## config.mk

```make
export PLATFORM = sky130hd
export DESIGN_NAME = dsa_sign_and_verify_core
export DESIGN_NICKNAME = d
export VERILOG_FILES = /design/src/rtl/dsa_pkg.sv /design/src/rtl/dsa_mdiv.sv /design/src/rtl/dsa_datapath.sv /design/src/rtl/dsa_ctrl.sv /design/src/rtl/dsa_sign_and_verify_core.sv
export VERILOG_INCLUDE_DIRS = /design/src /design/src/rtl
export SDC_FILE = /design/constraint.sdc
export NUM_CORES = 2
export LEC_CHECK = 0
export BUFFER_PORTS_ARGS = -buffer_cell sky130_fd_sc_hd__buf_2
export CORE_MARGIN = 10
export CORE_UTILIZATION = 56
export DETAILED_ROUTE_END_ITERATION = 8
export MAX_ROUTING_LAYER = met4
export PLACE_DENSITY = 0.73
export SLEW_MARGIN = 15
export SYNTH_ARGS = -nofsm -noshare
export SYNTH_HDL_FRONTEND = slang
export SYNTH_SLANG_ARGS = --single-unit
```

## constraint.sdc

```tcl
create_clock -name clock -period 10.8 [get_ports clock]
set_input_delay 1.08 -clock clock [delete_from_list [all_inputs] [get_ports clock]]
set_output_delay 1.08 -clock clock [all_outputs]
set_load 0.01 [all_outputs]
```

## src/rtl/dsa_sign_and_verify_core_assert.svh

```systemverilog
// Assertion macros for the DSA core modules; the sequencer (dsa_ctrl) includes them.
// Depends on nothing; included by files that check their own logic.
`ifndef DSA_SIGN_AND_VERIFY_CORE_ASSERT_SVH
`define DSA_SIGN_AND_VERIFY_CORE_ASSERT_SVH

// same-cycle implication
`define DSA_ASSERT_IMPLY(label, clk, rst, ante, cons) \
   label: assert property (@(posedge clk) disable iff (rst) (ante) |-> (cons)) \
      else $error("assertion failed");

// next-cycle implication
`define DSA_ASSERT_NEXT(label, clk, rst, ante, cons) \
   label: assert property (@(posedge clk) disable iff (rst) (ante) |=> (cons)) \
      else $error("assertion failed");

`endif

```

## src/rtl/dsa_pkg.sv

```systemverilog
// Shared types, constants and the sequencer program of the DSA core.
// Depends on nothing; used by every RTL module of the core.
package dsa_pkg;

   localparam int MOD_W        = 31;
   localparam int REQ_TDATA_W  = ((2 * MOD_W + 7) / 8) * 8;
   localparam int RSP_TDATA_W  = ((3 * MOD_W + 7) / 8) * 8;
   localparam int CSR_ADDR_W   = 4;
   localparam int CSR_DATA_W   = 32;
   localparam int PC_W         = 6;
   localparam int MDIV_CNT_W   = $clog2(2 * MOD_W + 1);

   typedef logic [MOD_W-1:0] val_type;
   typedef logic [PC_W-1:0]  pc_type;

   typedef enum logic [1:0] {
      CSR_MODULUS_P,
      CSR_MODULUS_Q,
      CSR_GENERATOR_G,
      CSR_PRIVATE_KEY_X
   } csr_idx_type;

   typedef enum logic [4:0] {
      OPND_ZERO, OPND_ONE, OPND_HM, OPND_K, OPND_G, OPND_X, OPND_P, OPND_Q,
      OPND_Y, OPND_R, OPND_S, OPND_W, OPND_U1, OPND_U2, OPND_SUM, OPND_T1,
      OPND_TMP, OPND_V, OPND_BASE, OPND_ACC, OPND_PR, OPND_CR, OPND_PT, OPND_CT,
      OPND_QUO
   } opnd_type;

   typedef enum logic [1:0] {
      MODSEL_P,
      MODSEL_Q,
      MODSEL_CR
   } mod_type;

   typedef enum logic [2:0] {
      CMD_NONE,
      CMD_MUL,
      CMD_MOVE,
      CMD_SETEXP,
      CMD_SHIFTEXP,
      CMD_ADDMOD,
      CMD_TSTEP
   } cmd_type;

   typedef enum logic [3:0] {
      BR_NEXT,
      BR_JUMP,
      BR_IF_EXPZ,
      BR_IF_EXPEVEN,
      BR_IF_CRZ,
      BR_IF_CRONE,
      BR_CALL,
      BR_RET,
      BR_END
   } br_type;

   typedef enum logic [1:0] {
      ST_IDLE,
      ST_ISSUE,
      ST_WAIT
   } ctrl_state_type;

   typedef struct packed {
      cmd_type  cmd;
      opnd_type src_a;
      opnd_type src_b;
      mod_type  modsel;
      opnd_type dst;
      br_type   br;
      pc_type   target;
   } uinstr_type;

   typedef struct packed {
      logic     load;
      logic     issue;
      cmd_type  cmd;
      opnd_type src_a;
      opnd_type src_b;
      mod_type  modsel;
      opnd_type dst;
   } dp_cmd_type;

   typedef struct packed {
      logic mul_done;
      logic exp_zero;
      logic exp_lsb;
      logic cr_zero;
      logic cr_one;
   } dp_stat_type;

   typedef struct packed {
      val_type p;
      val_type q;
      val_type g;
      val_type x;
   } cfg_type;

   typedef struct packed {
      logic    start;
      val_type a;
      val_type b;
      val_type m;
   } mdiv_req_type;

   typedef struct packed {
      logic    done;
      val_type rem;
      val_type quo;
   } mdiv_rsp_type;

   localparam pc_type PC_POW      = PC_W'(29);
   localparam pc_type PC_POW_LOOP = PC_W'(30);
   localparam pc_type PC_POW_SQR  = PC_W'(33);
   localparam pc_type PC_POW_RET  = PC_W'(35);
   localparam pc_type PC_INV      = PC_W'(36);
   localparam pc_type PC_INV_LOOP = PC_W'(39);
   localparam pc_type PC_INV_ZERO = PC_W'(46);
   localparam pc_type PC_INV_ONE  = PC_W'(47);

   function automatic uinstr_type mk(cmd_type c, opnd_type a, opnd_type b, mod_type m,
                                     opnd_type d, br_type br, pc_type t);
      uinstr_type u;
      u.cmd    = c;
      u.src_a  = a;
      u.src_b  = b;
      u.modsel = m;
      u.dst    = d;
      u.br     = br;
      u.target = t;
      return u;
   endfunction

   function automatic uinstr_type mul(opnd_type a, opnd_type b, mod_type m, opnd_type d);
      return mk(CMD_MUL, a, b, m, d, BR_NEXT, '0);
   endfunction

   function automatic uinstr_type mov(opnd_type a, opnd_type d, br_type br);
      return mk(CMD_MOVE, a, OPND_ZERO, MODSEL_Q, d, br, '0);
   endfunction

   function automatic uinstr_type ctl(cmd_type c, opnd_type a, br_type br, pc_type t);
      return mk(c, a, OPND_ZERO, MODSEL_Q, OPND_ZERO, br, t);
   endfunction

   function automatic uinstr_type ucode(pc_type pc);
      uinstr_type u;
      case (int'(pc))
         0:  u = mul(OPND_G, OPND_ONE, MODSEL_P, OPND_BASE);
         1:  u = ctl(CMD_SETEXP, OPND_X, BR_NEXT, '0);
         2:  u = ctl(CMD_NONE, OPND_ZERO, BR_CALL, PC_POW);
         3:  u = mov(OPND_ACC, OPND_Y, BR_NEXT);
         4:  u = mul(OPND_G, OPND_ONE, MODSEL_P, OPND_BASE);
         5:  u = ctl(CMD_SETEXP, OPND_K, BR_NEXT, '0);
         6:  u = ctl(CMD_NONE, OPND_ZERO, BR_CALL, PC_POW);
         7:  u = mul(OPND_ACC, OPND_ONE, MODSEL_Q, OPND_R);
         8:  u = mul(OPND_HM, OPND_ONE, MODSEL_Q, OPND_SUM);
         9:  u = mul(OPND_X, OPND_R, MODSEL_Q, OPND_TMP);
         10: u = ctl(CMD_ADDMOD, OPND_ZERO, BR_NEXT, '0);
         11: u = mul(OPND_K, OPND_ONE, MODSEL_Q, OPND_CR);
         12: u = ctl(CMD_NONE, OPND_ZERO, BR_CALL, PC_INV);
         13: u = mul(OPND_TMP, OPND_SUM, MODSEL_Q, OPND_S);
         14: u = mul(OPND_S, OPND_ONE, MODSEL_Q, OPND_CR);
         15: u = ctl(CMD_NONE, OPND_ZERO, BR_CALL, PC_INV);
         16: u = mov(OPND_TMP, OPND_W, BR_NEXT);
         17: u = mul(OPND_HM, OPND_W, MODSEL_Q, OPND_U1);
         18: u = mul(OPND_R, OPND_W, MODSEL_Q, OPND_U2);
         19: u = mul(OPND_G, OPND_ONE, MODSEL_P, OPND_BASE);
         20: u = ctl(CMD_SETEXP, OPND_U1, BR_NEXT, '0);
         21: u = ctl(CMD_NONE, OPND_ZERO, BR_CALL, PC_POW);
         22: u = mov(OPND_ACC, OPND_T1, BR_NEXT);
         23: u = mul(OPND_Y, OPND_ONE, MODSEL_P, OPND_BASE);
         24: u = ctl(CMD_SETEXP, OPND_U2, BR_NEXT, '0);
         25: u = ctl(CMD_NONE, OPND_ZERO, BR_CALL, PC_POW);
         26: u = mul(OPND_T1, OPND_ACC, MODSEL_P, OPND_TMP);
         27: u = mul(OPND_TMP, OPND_ONE, MODSEL_Q, OPND_V);
         28: u = ctl(CMD_NONE, OPND_ZERO, BR_END, '0);
         29: u = mul(OPND_ONE, OPND_ONE, MODSEL_P, OPND_ACC);
         30: u = ctl(CMD_NONE, OPND_ZERO, BR_IF_EXPZ, PC_POW_RET);
         31: u = ctl(CMD_NONE, OPND_ZERO, BR_IF_EXPEVEN, PC_POW_SQR);
         32: u = mul(OPND_ACC, OPND_BASE, MODSEL_P, OPND_ACC);
         33: u = mul(OPND_BASE, OPND_BASE, MODSEL_P, OPND_BASE);
         34: u = ctl(CMD_SHIFTEXP, OPND_ZERO, BR_JUMP, PC_POW_LOOP);
         35: u = ctl(CMD_NONE, OPND_ZERO, BR_RET, '0);
         36: u = mov(OPND_Q, OPND_PR, BR_NEXT);
         37: u = mov(OPND_ZERO, OPND_PT, BR_NEXT);
         38: u = mov(OPND_ONE, OPND_CT, BR_NEXT);
         39: u = ctl(CMD_NONE, OPND_ZERO, BR_IF_CRZ, PC_INV_ZERO);
         40: u = ctl(CMD_NONE, OPND_ZERO, BR_IF_CRONE, PC_INV_ONE);
         41: u = mul(OPND_PR, OPND_ONE, MODSEL_CR, OPND_TMP);
         42: u = mov(OPND_CR, OPND_PR, BR_NEXT);
         43: u = mov(OPND_TMP, OPND_CR, BR_NEXT);
         44: u = mul(OPND_QUO, OPND_CT, MODSEL_Q, OPND_TMP);
         45: u = ctl(CMD_TSTEP, OPND_ZERO, BR_JUMP, PC_INV_LOOP);
         46: u = mov(OPND_ZERO, OPND_TMP, BR_RET);
         47: u = mov(OPND_CT, OPND_TMP, BR_RET);
         default: u = ctl(CMD_NONE, OPND_ZERO, BR_END, '0);
      endcase
      return u;
   endfunction

endpackage

```

## src/rtl/dsa_mdiv.sv

```systemverilog
// Multiply-and-divide unit: one registered product, then restoring division a bit per cycle.
// Depends on dsa_pkg.
module dsa_mdiv (
   input  logic                  clock,
   input  logic                  reset,
   input  dsa_pkg::mdiv_req_type req,
   output dsa_pkg::mdiv_rsp_type rsp
);

   logic                              busy_ff, busy_in;
   logic                              done_ff, done_in;
   logic [dsa_pkg::MDIV_CNT_W-1:0]    cnt_ff, cnt_in;
   logic [2*dsa_pkg::MOD_W-1:0]       prod_ff, prod_in;
   dsa_pkg::val_type                  rem_ff, rem_in;
   dsa_pkg::val_type                  m_ff, m_in;
   logic [dsa_pkg::MOD_W:0]           part;
   logic [dsa_pkg::MOD_W:0]           diff;
   logic                              ge;

   assign part = {rem_ff, prod_ff[2*dsa_pkg::MOD_W-1]};
   assign diff = part - {1'b0, m_ff};
   assign ge   = part >= {1'b0, m_ff};

   always_comb begin
      busy_in = busy_ff;
      done_in = 1'b0;
      cnt_in  = cnt_ff;
      prod_in = prod_ff;
      rem_in  = rem_ff;
      m_in    = m_ff;
      if (req.start) begin
         prod_in = (2*dsa_pkg::MOD_W)'(req.a) * (2*dsa_pkg::MOD_W)'(req.b);
         m_in    = req.m;
         rem_in  = '0;
         cnt_in  = dsa_pkg::MDIV_CNT_W'(2 * dsa_pkg::MOD_W);
         busy_in = 1'b1;
      end else if (busy_ff) begin
         rem_in  = ge ? diff[dsa_pkg::MOD_W-1:0] : part[dsa_pkg::MOD_W-1:0];
         prod_in = {prod_ff[2*dsa_pkg::MOD_W-2:0], ge};
         cnt_in  = cnt_ff - 1'b1;
         if (cnt_ff == dsa_pkg::MDIV_CNT_W'(1)) begin
            busy_in = 1'b0;
            done_in = 1'b1;
         end
      end
   end

   always_ff @(posedge clock) begin
      if (reset) begin
         busy_ff <= 1'b0;
         done_ff <= 1'b0;
      end else begin
         busy_ff <= busy_in;
         done_ff <= done_in;
      end
      cnt_ff  <= cnt_in;
      prod_ff <= prod_in;
      rem_ff  <= rem_in;
      m_ff    <= m_in;
   end

   assign rsp.done = done_ff;
   assign rsp.rem  = (m_ff == '0) ? '0 : rem_ff;
   assign rsp.quo  = (m_ff == '0) ? '0 : prod_ff[dsa_pkg::MOD_W-1:0];

endmodule

```

## src/rtl/dsa_datapath.sv

```systemverilog
// Operand registers, operand selection and the shared multiply-divide unit.
// Depends on dsa_pkg and dsa_mdiv.
module dsa_datapath (
   input  logic                 clock,
   input  logic                 reset,
   input  dsa_pkg::cfg_type     cfg,
   input  dsa_pkg::val_type     in_hash,
   input  dsa_pkg::val_type     in_nonce,
   input  dsa_pkg::dp_cmd_type  cmd,
   output dsa_pkg::dp_stat_type stat,
   output dsa_pkg::val_type     res_r,
   output dsa_pkg::val_type     res_s,
   output dsa_pkg::val_type     res_v
);

   dsa_pkg::val_type hm_ff, hm_in, k_ff, k_in, y_ff, y_in, r_ff, r_in, s_ff, s_in;
   dsa_pkg::val_type w_ff, w_in, u1_ff, u1_in, u2_ff, u2_in, sum_ff, sum_in;
   dsa_pkg::val_type t1_ff, t1_in, tmp_ff, tmp_in, v_ff, v_in, base_ff, base_in;
   dsa_pkg::val_type acc_ff, acc_in, pr_ff, pr_in, cr_ff, cr_in, pt_ff, pt_in;
   dsa_pkg::val_type ct_ff, ct_in, quo_ff, quo_in, exp_ff, exp_in;
   dsa_pkg::opnd_type dst_ff, dst_in;

   dsa_pkg::val_type      a_val, b_val, m_val, wr_data;
   dsa_pkg::opnd_type     wr_dst;
   logic                  wr_en;
   logic [dsa_pkg::MOD_W:0] add_sum, add_red, sub_low;
   dsa_pkg::mdiv_req_type mreq;
   dsa_pkg::mdiv_rsp_type mrsp;

   function automatic dsa_pkg::val_type pick(dsa_pkg::opnd_type o,
      dsa_pkg::val_type hm, dsa_pkg::val_type k, dsa_pkg::val_type y, dsa_pkg::val_type r,
      dsa_pkg::val_type s, dsa_pkg::val_type w, dsa_pkg::val_type u1, dsa_pkg::val_type u2,
      dsa_pkg::val_type sm, dsa_pkg::val_type t1, dsa_pkg::val_type tp, dsa_pkg::val_type v,
      dsa_pkg::val_type bs, dsa_pkg::val_type ac, dsa_pkg::val_type pr, dsa_pkg::val_type cr,
      dsa_pkg::val_type pt, dsa_pkg::val_type ct, dsa_pkg::val_type qu, dsa_pkg::cfg_type c);
      dsa_pkg::val_type res;
      case (o)
         dsa_pkg::OPND_ZERO: res = '0;
         dsa_pkg::OPND_ONE:  res = dsa_pkg::MOD_W'(1);
         dsa_pkg::OPND_HM:   res = hm;
         dsa_pkg::OPND_K:    res = k;
         dsa_pkg::OPND_G:    res = c.g;
         dsa_pkg::OPND_X:    res = c.x;
         dsa_pkg::OPND_P:    res = c.p;
         dsa_pkg::OPND_Q:    res = c.q;
         dsa_pkg::OPND_Y:    res = y;
         dsa_pkg::OPND_R:    res = r;
         dsa_pkg::OPND_S:    res = s;
         dsa_pkg::OPND_W:    res = w;
         dsa_pkg::OPND_U1:   res = u1;
         dsa_pkg::OPND_U2:   res = u2;
         dsa_pkg::OPND_SUM:  res = sm;
         dsa_pkg::OPND_T1:   res = t1;
         dsa_pkg::OPND_TMP:  res = tp;
         dsa_pkg::OPND_V:    res = v;
         dsa_pkg::OPND_BASE: res = bs;
         dsa_pkg::OPND_ACC:  res = ac;
         dsa_pkg::OPND_PR:   res = pr;
         dsa_pkg::OPND_CR:   res = cr;
         dsa_pkg::OPND_PT:   res = pt;
         dsa_pkg::OPND_CT:   res = ct;
         dsa_pkg::OPND_QUO:  res = qu;
         default:            res = '0;
      endcase
      return res;
   endfunction

   always_comb begin
      a_val = pick(cmd.src_a, hm_ff, k_ff, y_ff, r_ff, s_ff, w_ff, u1_ff, u2_ff, sum_ff,
                   t1_ff, tmp_ff, v_ff, base_ff, acc_ff, pr_ff, cr_ff, pt_ff, ct_ff, quo_ff,
                   cfg);
      b_val = pick(cmd.src_b, hm_ff, k_ff, y_ff, r_ff, s_ff, w_ff, u1_ff, u2_ff, sum_ff,
                   t1_ff, tmp_ff, v_ff, base_ff, acc_ff, pr_ff, cr_ff, pt_ff, ct_ff, quo_ff,
                   cfg);
      case (cmd.modsel)
         dsa_pkg::MODSEL_P:  m_val = cfg.p;
         dsa_pkg::MODSEL_Q:  m_val = cfg.q;
         dsa_pkg::MODSEL_CR: m_val = cr_ff;
         default:            m_val = cfg.q;
      endcase
   end

   assign mreq.start = cmd.issue && (cmd.cmd == dsa_pkg::CMD_MUL);
   assign mreq.a     = a_val;
   assign mreq.b     = b_val;
   assign mreq.m     = m_val;

   dsa_mdiv u_mdiv (
      .clock (clock),
      .reset (reset),
      .req   (mreq),
      .rsp   (mrsp)
   );

   assign add_sum = {1'b0, sum_ff} + {1'b0, tmp_ff};
   assign add_red = (add_sum >= {1'b0, cfg.q}) ? add_sum - {1'b0, cfg.q} : add_sum;
   assign sub_low = {1'b0, pt_ff} + {1'b0, cfg.q} - {1'b0, tmp_ff};

   always_comb begin
      wr_en   = 1'b0;
      wr_dst  = cmd.dst;
      wr_data = a_val;
      dst_in  = dst_ff;
      quo_in  = quo_ff;
      exp_in  = exp_ff;
      hm_in   = hm_ff;
      k_in    = k_ff;
      if (mrsp.done) begin
         wr_en   = 1'b1;
         wr_dst  = dst_ff;
         wr_data = mrsp.rem;
         quo_in  = mrsp.quo;
      end
      if (cmd.load) begin
         hm_in = in_hash;
         k_in  = in_nonce;
      end
      if (cmd.issue) begin
         case (cmd.cmd)
            dsa_pkg::CMD_MUL:      dst_in = cmd.dst;
            dsa_pkg::CMD_MOVE:     wr_en  = 1'b1;
            dsa_pkg::CMD_SETEXP:   exp_in = a_val;
            dsa_pkg::CMD_SHIFTEXP: exp_in = exp_ff >> 1;
            dsa_pkg::CMD_ADDMOD: begin
               wr_en   = 1'b1;
               wr_dst  = dsa_pkg::OPND_SUM;
               wr_data = add_red[dsa_pkg::MOD_W-1:0];
            end
            default: ;
         endcase
      end
   end

   always_comb begin
      y_in = y_ff; r_in = r_ff; s_in = s_ff; w_in = w_ff; u1_in = u1_ff; u2_in = u2_ff;
      sum_in = sum_ff; t1_in = t1_ff; tmp_in = tmp_ff; v_in = v_ff; base_in = base_ff;
      acc_in = acc_ff; pr_in = pr_ff; cr_in = cr_ff; pt_in = pt_ff; ct_in = ct_ff;
      if (wr_en) begin
         case (wr_dst)
            dsa_pkg::OPND_Y:    y_in    = wr_data;
            dsa_pkg::OPND_R:    r_in    = wr_data;
            dsa_pkg::OPND_S:    s_in    = wr_data;
            dsa_pkg::OPND_W:    w_in    = wr_data;
            dsa_pkg::OPND_U1:   u1_in   = wr_data;
            dsa_pkg::OPND_U2:   u2_in   = wr_data;
            dsa_pkg::OPND_SUM:  sum_in  = wr_data;
            dsa_pkg::OPND_T1:   t1_in   = wr_data;
            dsa_pkg::OPND_TMP:  tmp_in  = wr_data;
            dsa_pkg::OPND_V:    v_in    = wr_data;
            dsa_pkg::OPND_BASE: base_in = wr_data;
            dsa_pkg::OPND_ACC:  acc_in  = wr_data;
            dsa_pkg::OPND_PR:   pr_in   = wr_data;
            dsa_pkg::OPND_CR:   cr_in   = wr_data;
            dsa_pkg::OPND_PT:   pt_in   = wr_data;
            dsa_pkg::OPND_CT:   ct_in   = wr_data;
            default: ;
         endcase
      end
      if (cmd.issue && (cmd.cmd == dsa_pkg::CMD_TSTEP)) begin
         pt_in = ct_ff;
         ct_in = (pt_ff >= tmp_ff) ? pt_ff - tmp_ff : sub_low[dsa_pkg::MOD_W-1:0];
      end
   end

   always_ff @(posedge clock) begin
      hm_ff <= hm_in; k_ff <= k_in; y_ff <= y_in; r_ff <= r_in; s_ff <= s_in;
      w_ff <= w_in; u1_ff <= u1_in; u2_ff <= u2_in; sum_ff <= sum_in; t1_ff <= t1_in;
      tmp_ff <= tmp_in; v_ff <= v_in; base_ff <= base_in; acc_ff <= acc_in;
      pr_ff <= pr_in; cr_ff <= cr_in; pt_ff <= pt_in; ct_ff <= ct_in; quo_ff <= quo_in;
      exp_ff <= exp_in; dst_ff <= dst_in;
   end

   assign stat.mul_done = mrsp.done;
   assign stat.exp_zero = (exp_ff == '0);
   assign stat.exp_lsb  = exp_ff[0];
   assign stat.cr_zero  = (cr_ff == '0);
   assign stat.cr_one   = (cr_ff == dsa_pkg::MOD_W'(1));

   assign res_r = r_ff;
   assign res_s = s_ff;
   assign res_v = v_ff;

endmodule

```

## src/rtl/dsa_ctrl.sv

```systemverilog
// Sequencer: walks the program in dsa_pkg, issues datapath commands, waits on the multiplier.
// Depends on dsa_pkg and the assertion macro header.
`include "dsa_sign_and_verify_core_assert.svh"

module dsa_ctrl (
   input  logic                 clock,
   input  logic                 reset,
   input  logic                 req_valid,
   output logic                 req_ready,
   input  logic                 out_free,
   output logic                 res_load,
   input  dsa_pkg::dp_stat_type stat,
   output dsa_pkg::dp_cmd_type  cmd
);

   dsa_pkg::ctrl_state_type state_ff, state_in;
   dsa_pkg::pc_type         pc_ff, pc_in, ret_ff, ret_in, pc_next;
   dsa_pkg::uinstr_type     instr;

   assign instr   = dsa_pkg::ucode(pc_ff);
   assign pc_next = pc_ff + 1'b1;

   always_comb begin
      state_in   = state_ff;
      pc_in      = pc_ff;
      ret_in     = ret_ff;
      req_ready  = 1'b0;
      res_load   = 1'b0;
      cmd.load   = 1'b0;
      cmd.issue  = 1'b0;
      cmd.cmd    = instr.cmd;
      cmd.src_a  = instr.src_a;
      cmd.src_b  = instr.src_b;
      cmd.modsel = instr.modsel;
      cmd.dst    = instr.dst;
      case (state_ff)
         dsa_pkg::ST_IDLE: begin
            req_ready = 1'b1;
            if (req_valid) begin
               cmd.load = 1'b1;
               pc_in    = '0;
               state_in = dsa_pkg::ST_ISSUE;
            end
         end
         dsa_pkg::ST_ISSUE: begin
            if (instr.cmd == dsa_pkg::CMD_MUL) begin
               cmd.issue = 1'b1;
               state_in  = dsa_pkg::ST_WAIT;
            end else if (instr.br == dsa_pkg::BR_END) begin
               if (out_free) begin
                  res_load = 1'b1;
                  state_in = dsa_pkg::ST_IDLE;
               end
            end else begin
               cmd.issue = 1'b1;
               case (instr.br)
                  dsa_pkg::BR_JUMP:       pc_in = instr.target;
                  dsa_pkg::BR_IF_EXPZ:    pc_in = stat.exp_zero ? instr.target : pc_next;
                  dsa_pkg::BR_IF_EXPEVEN: pc_in = !stat.exp_lsb ? instr.target : pc_next;
                  dsa_pkg::BR_IF_CRZ:     pc_in = stat.cr_zero ? instr.target : pc_next;
                  dsa_pkg::BR_IF_CRONE:   pc_in = stat.cr_one ? instr.target : pc_next;
                  dsa_pkg::BR_CALL: begin
                     ret_in = pc_next;
                     pc_in  = instr.target;
                  end
                  dsa_pkg::BR_RET:        pc_in = ret_ff;
                  default:                pc_in = pc_next;
               endcase
            end
         end
         dsa_pkg::ST_WAIT: begin
            if (stat.mul_done) begin
               pc_in    = pc_next;
               state_in = dsa_pkg::ST_ISSUE;
            end
         end
         default: state_in = dsa_pkg::ST_IDLE;
      endcase
   end

   always_ff @(posedge clock) begin
      if (reset) begin
         state_ff <= dsa_pkg::ST_IDLE;
         pc_ff    <= '0;
         ret_ff   <= '0;
      end else begin
         state_ff <= state_in;
         pc_ff    <= pc_in;
         ret_ff   <= ret_in;
      end
   end

   `DSA_ASSERT_NEXT(a_wait_hold_pc, clock, reset, state_ff == dsa_pkg::ST_WAIT && !stat.mul_done, $stable(pc_ff))
   `DSA_ASSERT_IMPLY(a_load_into_free, clock, reset, res_load, out_free)
   `DSA_ASSERT_NEXT(a_load_to_idle, clock, reset, res_load, state_ff == dsa_pkg::ST_IDLE)
   `DSA_ASSERT_NEXT(a_mul_waits, clock, reset, cmd.issue && cmd.cmd == dsa_pkg::CMD_MUL, state_ff == dsa_pkg::ST_WAIT)

endmodule

```

## src/rtl/dsa_sign_and_verify_core.sv

```systemverilog
// DSA sign-and-verify core: for each request beat (message hash, nonce k) it returns one response
// beat with r = (g^k mod p) mod q, s = k^-1 (hash + x r) mod q (zero when k has no inverse mod q)
// and the self-check value v, which equals r for a valid signature. p, q, g and x are set through
// the csr_ port at byte addresses 0, 4, 8 and 12 and must only be written while the core is idle.
// Every modular multiply runs on one shared multiply-divide unit: a 31x31 product followed by a
// restoring reduction; the modular add and the Euclid coefficient step use their own adders. An
// item takes four square-and-multiply exponentiations and two extended-Euclid inverses in
// sequence. One item is processed at a time; the next one is accepted as soon as the finished
// result sits in the response register.
// Depends on dsa_pkg, dsa_ctrl and dsa_datapath.
module dsa_sign_and_verify_core (
   input  logic                              clock,
   input  logic                              reset,
   input  logic                              req_tvalid,
   output logic                              req_tready,
   input  logic [dsa_pkg::REQ_TDATA_W-1:0]   req_tdata,   // message_hash, nonce_k
   output logic                              rsp_tvalid,
   input  logic                              rsp_tready,
   output logic [dsa_pkg::RSP_TDATA_W-1:0]   rsp_tdata,   // sig_r, sig_s, verify_v
   input  logic                              csr_psel,
   input  logic                              csr_penable,
   input  logic                              csr_pwrite,
   input  logic [dsa_pkg::CSR_ADDR_W-1:0]    csr_paddr,
   input  logic [dsa_pkg::CSR_DATA_W-1:0]    csr_pwdata,
   output logic [dsa_pkg::CSR_DATA_W-1:0]    csr_prdata,
   output logic                              csr_pready
);

   dsa_pkg::cfg_type     cfg_ff, cfg_in;
   dsa_pkg::csr_idx_type csr_idx;
   dsa_pkg::val_type     wr_val, rd_val;
   dsa_pkg::dp_cmd_type  cmd;
   dsa_pkg::dp_stat_type stat;
   dsa_pkg::val_type     res_r, res_s, res_v;
   logic                 rsp_valid_ff, rsp_valid_in;
   logic [dsa_pkg::RSP_TDATA_W-1:0] rsp_data_ff, rsp_data_in;
   logic                 out_free, res_load;

   assign csr_pready = 1'b1;
   assign csr_idx    = dsa_pkg::csr_idx_type'(csr_paddr[3:2]);
   assign wr_val     = csr_pwdata[dsa_pkg::MOD_W-1:0];

   always_comb begin
      cfg_in = cfg_ff;
      if (csr_psel && csr_penable && csr_pwrite) begin
         case (csr_idx)
            dsa_pkg::CSR_MODULUS_P:     cfg_in.p = wr_val;
            dsa_pkg::CSR_MODULUS_Q:     cfg_in.q = wr_val;
            dsa_pkg::CSR_GENERATOR_G:   cfg_in.g = wr_val;
            dsa_pkg::CSR_PRIVATE_KEY_X: cfg_in.x = wr_val;
            default: ;
         endcase
      end
      case (csr_idx)
         dsa_pkg::CSR_MODULUS_P:     rd_val = cfg_ff.p;
         dsa_pkg::CSR_MODULUS_Q:     rd_val = cfg_ff.q;
         dsa_pkg::CSR_GENERATOR_G:   rd_val = cfg_ff.g;
         dsa_pkg::CSR_PRIVATE_KEY_X: rd_val = cfg_ff.x;
         default:                    rd_val = '0;
      endcase
   end

   assign csr_prdata = dsa_pkg::CSR_DATA_W'(rd_val);

   assign out_free = !rsp_valid_ff || rsp_tready;

   dsa_ctrl u_ctrl (
      .clock     (clock),
      .reset     (reset),
      .req_valid (req_tvalid),
      .req_ready (req_tready),
      .out_free  (out_free),
      .res_load  (res_load),
      .stat      (stat),
      .cmd       (cmd)
   );

   dsa_datapath u_datapath (
      .clock    (clock),
      .reset    (reset),
      .cfg      (cfg_ff),
      .in_hash  (req_tdata[dsa_pkg::MOD_W-1:0]),
      .in_nonce (req_tdata[2*dsa_pkg::MOD_W-1:dsa_pkg::MOD_W]),
      .cmd      (cmd),
      .stat     (stat),
      .res_r    (res_r),
      .res_s    (res_s),
      .res_v    (res_v)
   );

   always_comb begin
      rsp_valid_in = rsp_valid_ff;
      rsp_data_in  = rsp_data_ff;
      if (res_load) begin
         rsp_valid_in = 1'b1;
         rsp_data_in  = dsa_pkg::RSP_TDATA_W'({res_v, res_s, res_r});
      end else if (rsp_tready) begin
         rsp_valid_in = 1'b0;
      end
   end

   always_ff @(posedge clock) begin
      if (reset) begin
         cfg_ff.p     <= dsa_pkg::MOD_W'(23);
         cfg_ff.q     <= dsa_pkg::MOD_W'(11);
         cfg_ff.g     <= dsa_pkg::MOD_W'(4);
         cfg_ff.x     <= dsa_pkg::MOD_W'(3);
         rsp_valid_ff <= 1'b0;
      end else begin
         cfg_ff       <= cfg_in;
         rsp_valid_ff <= rsp_valid_in;
      end
      rsp_data_ff <= rsp_data_in;
   end

   assign rsp_tvalid = rsp_valid_ff;
   assign rsp_tdata  = rsp_data_ff;

endmodule

```

==> results.cfg <==
[power]
peakVddDrop_mv = 0.387
p_leak_uw = 0.0412
powerDensity_nw_per_um2 = 263

[route]
wl_met3_mm = 58.5
routedWlPerCell_um = 34.7
ant_nets = 0
vias = 75983
top_layer_used = met4
drt_pass1_iterations = 9
viasPerCell = 6.86
drc_errors = 129
wirelength_mm = 384
wl_met1_mm = 138
drt_iter0_drc = 13214
wl_met2_mm = 154

[clocking]
ctsLongestPathBuffers = 3
hold_buffers = 0
cts_buffers = 113
cts_root_buf = clkbuf_16
cts_tree = done
h-tree-depth = 3
cts_sinks = 1019
worstSkewPairLatency_ns = 0.78
path_clk_slew_ns = 0.06

[setup_path]
cp_max_fo = 21
reg2reg_slack_ns = 0.27
end_kind = flip-flop
cp.required_ns = 11.32
cp_slowest_stage_delay_ns = 0.65
r2r_cells = 34
r2r-start = u_ctrl.instr[23]$_DFF_P_
worst-path-buf-inv = 8
crit_type = flip-flop to flip-flop
arrival_ns = 11.06
critical_path.top_delay_family = adder cells
r2r-end = u_datapath.u_mdiv.prod_ff[58]$_DFFE_PP_
slowest_stage = nor2_4
cp-start-kind = flip-flop
cpMostUsedCell = fa_1

[cells_and_area]
nets = 10323
area_growth_pct = 13.8
finalNonFillerCells = 11083
postLayoutCoreUtil = 0.641
fillCellCount = 12106
largest_reg_flops = 124
regMostFlops = cfg_ff
register_area_um2 = 28500
multi_input_area_um2 = 51600
layout-drive-gt1-share = 0.129

[hold_path]
hold_path.startpoint = u_datapath.res_r[2]$_DFFE_PP_
min_to = rsp_tdata[2]$_DFFE_PP_
min_path_type = flip-flop to flip-flop
min_path_cells = 0

[yosys]
synthAdderAreaFrac = 0.266
seq_area_frac_synth = 0.333
yosysTopAreaCell = edfxtp_1
synth_compound_gate_area_share = 0.148
synth_cell_types = 100
ys.flop_type = edfxtp_1
synth-simple-area-share = 0.137
synthMuxAreaShare = 0.0256
synth-seq-cells = 1019
netlist_area_um2 = 85600
syn_inst = 8562
yosysWarnings = 0
async_flop_share = 0
synth_top_family_by_area = adder cells
synth-edff-count = 811
synth_xor_area_frac = 0.0195
synth.area.top_cells = edfxtp_1 28%, fa_1 20%, ha_1 6.2%
syn_area_per_cell_um2 = 9.99
synth_top_area_share = 0.285
synth_commonest_cells = 1127 x nand2_1, 1065 x inv_1, 871 x fa_1, 811 x edfxtp_1, 497 x and2_1
synth_most_common_cell = nand2_1

[global_routing]
overflow = 0
first_global_vias = 74744
antenna_found_initial = 36
grt_pass1_wl_mm = 542
grt_max_degree = 70
grt_util_all_layers = 0.460

[floorplan]
ioPinCount = 238
initial_utilization = 0.563
dieWidth_um = 411
die_y_um = 411
dieArea_um2 = 169000
num_rows = 143
core_um2 = 152000

[sta]
finalMaxSlewViolations = 0
timing.hold.ws_ns = 0.466
min_period_over_period = 0.975
worstMarginPinSlew_ns = 1.41
slew_headroom = 0.0507
max_freq_mhz = 94.9
grt_setup_unrepaired = no
setup_viol = 0
finalHoldViolations = 0
fin_setup_tns_ns = 0
fin_crit_ns = 10.53
skew_ns = 0.0504

[run_status]
status = complete, but fails checks
violations = DRC

[place]
hpwlAfterDp_mm = 283
io_buffer_count = 227
gp_congestion = 1.10
dp_cells = 10814

[job]
maxCapViolCount = 0
metal layers:
layer | track usage | vias up
met3 | 0.174 | 1658
met5 | - | -
met2 | 0.621 | 6321
met4 | 0.294 | 0
li1 | - | 30398
met1 | 0.577 | 37606
logic make-up after synthesis:
family          count (synthesis)
buf+inv                      1585
mux                           175
compound gates               1814
fa+ha+maj                    1295
other cells                     2
flops                        1019
simple gates                 2481
xor+xnor                      191
layout make-up:
class / count / area share
inverters: 1070 / 0.0414
diodes: 32 / 0.000822
clock inverters: 69 / 0.00880
flip-flops and latches: 1019 / 0.293
multi-input cells: 5961 / 0.530
clock buffers: 146 / 0.0324
well taps: 2030 / 0.0261
repair buffers: 756 / 0.0674
power breakdown:
group / internal (µW) / switching, µW / leakage [µW]
Sequential: 5030 / 324 / 0.00918
Combinational: 6250 / 9820 / 0.0301
Clock: 2440 / 1780 / 0.00194
Total: 13700 / 11900 / 0.0412
stage by stage:
| step | setup slack (ns) | area, µm² | total power (µW) |
|---|---|---|---|
| floorplan | 1.60 | 85600 | 14400 |
| global placement | 0.266 | 93000 | 20500 |
| detailed placement | 0.118 | 93000 | 20900 |
| CTS | 0.0831 | 97000 | 25200 |
| global route | 0.0212 | 97300 | 27100 |
| finish | 0.266 | 97400 | 25600 |
worst max path at each step:
stage                           startpoint                                      end  slack [ns]  depth (start not counted)
2_1_floorplan     u_ctrl.instr[22]$_DFF_P_  u_datapath.u_mdiv.prod_ff[54]$_DFFE_PP_        1.60                         34
3_3_place_gp      u_ctrl.instr[19]$_DFF_P_  u_datapath.u_mdiv.prod_ff[59]$_DFFE_PP_        0.27                         32
3_5_place_dp      u_ctrl.instr[26]$_DFF_P_  u_datapath.u_mdiv.prod_ff[59]$_DFFE_PP_        0.12                         33
4_1_cts           u_ctrl.instr[26]$_DFF_P_  u_datapath.u_mdiv.prod_ff[59]$_DFFE_PP_        0.08                         33
5_1_grt        u_ctrl.instr[20]$_SDFF_PP0_  u_datapath.u_mdiv.prod_ff[54]$_DFFE_PP_        0.02                         38
6_report          u_ctrl.instr[23]$_DFF_P_  u_datapath.u_mdiv.prod_ff[58]$_DFFE_PP_        0.27                         34
cells in the final DEF, fill, tap and decap left out, drive strengths merged, types with 38 or more instances in the layout:
cell type and instances:
edfxtp 811, a21o 118, buf 755, nand3 148, nor3 57, xnor2 112
nand2 1129, mux2i 100, and2 499, a31oi 43, inv 1079, xor2 79
clkbuf 147, fa 871, mux2 44, o21a 38, a222oi 47, o21ai 262
ha 424, a21oi 384, nor2 324, a221oi 155, a22oi 386, a22o 113
a211oi 48, dfxtp 208, nand4 120, nor4 39
timing repair:
item | 4_1_cts | 5_1_grt
buffers inserted | 0 | 19
resized for setup | 0 | 11
endpoints found under the setup margin | 0 | 13
Note: power is estimated with default switching activity, not from simulation.
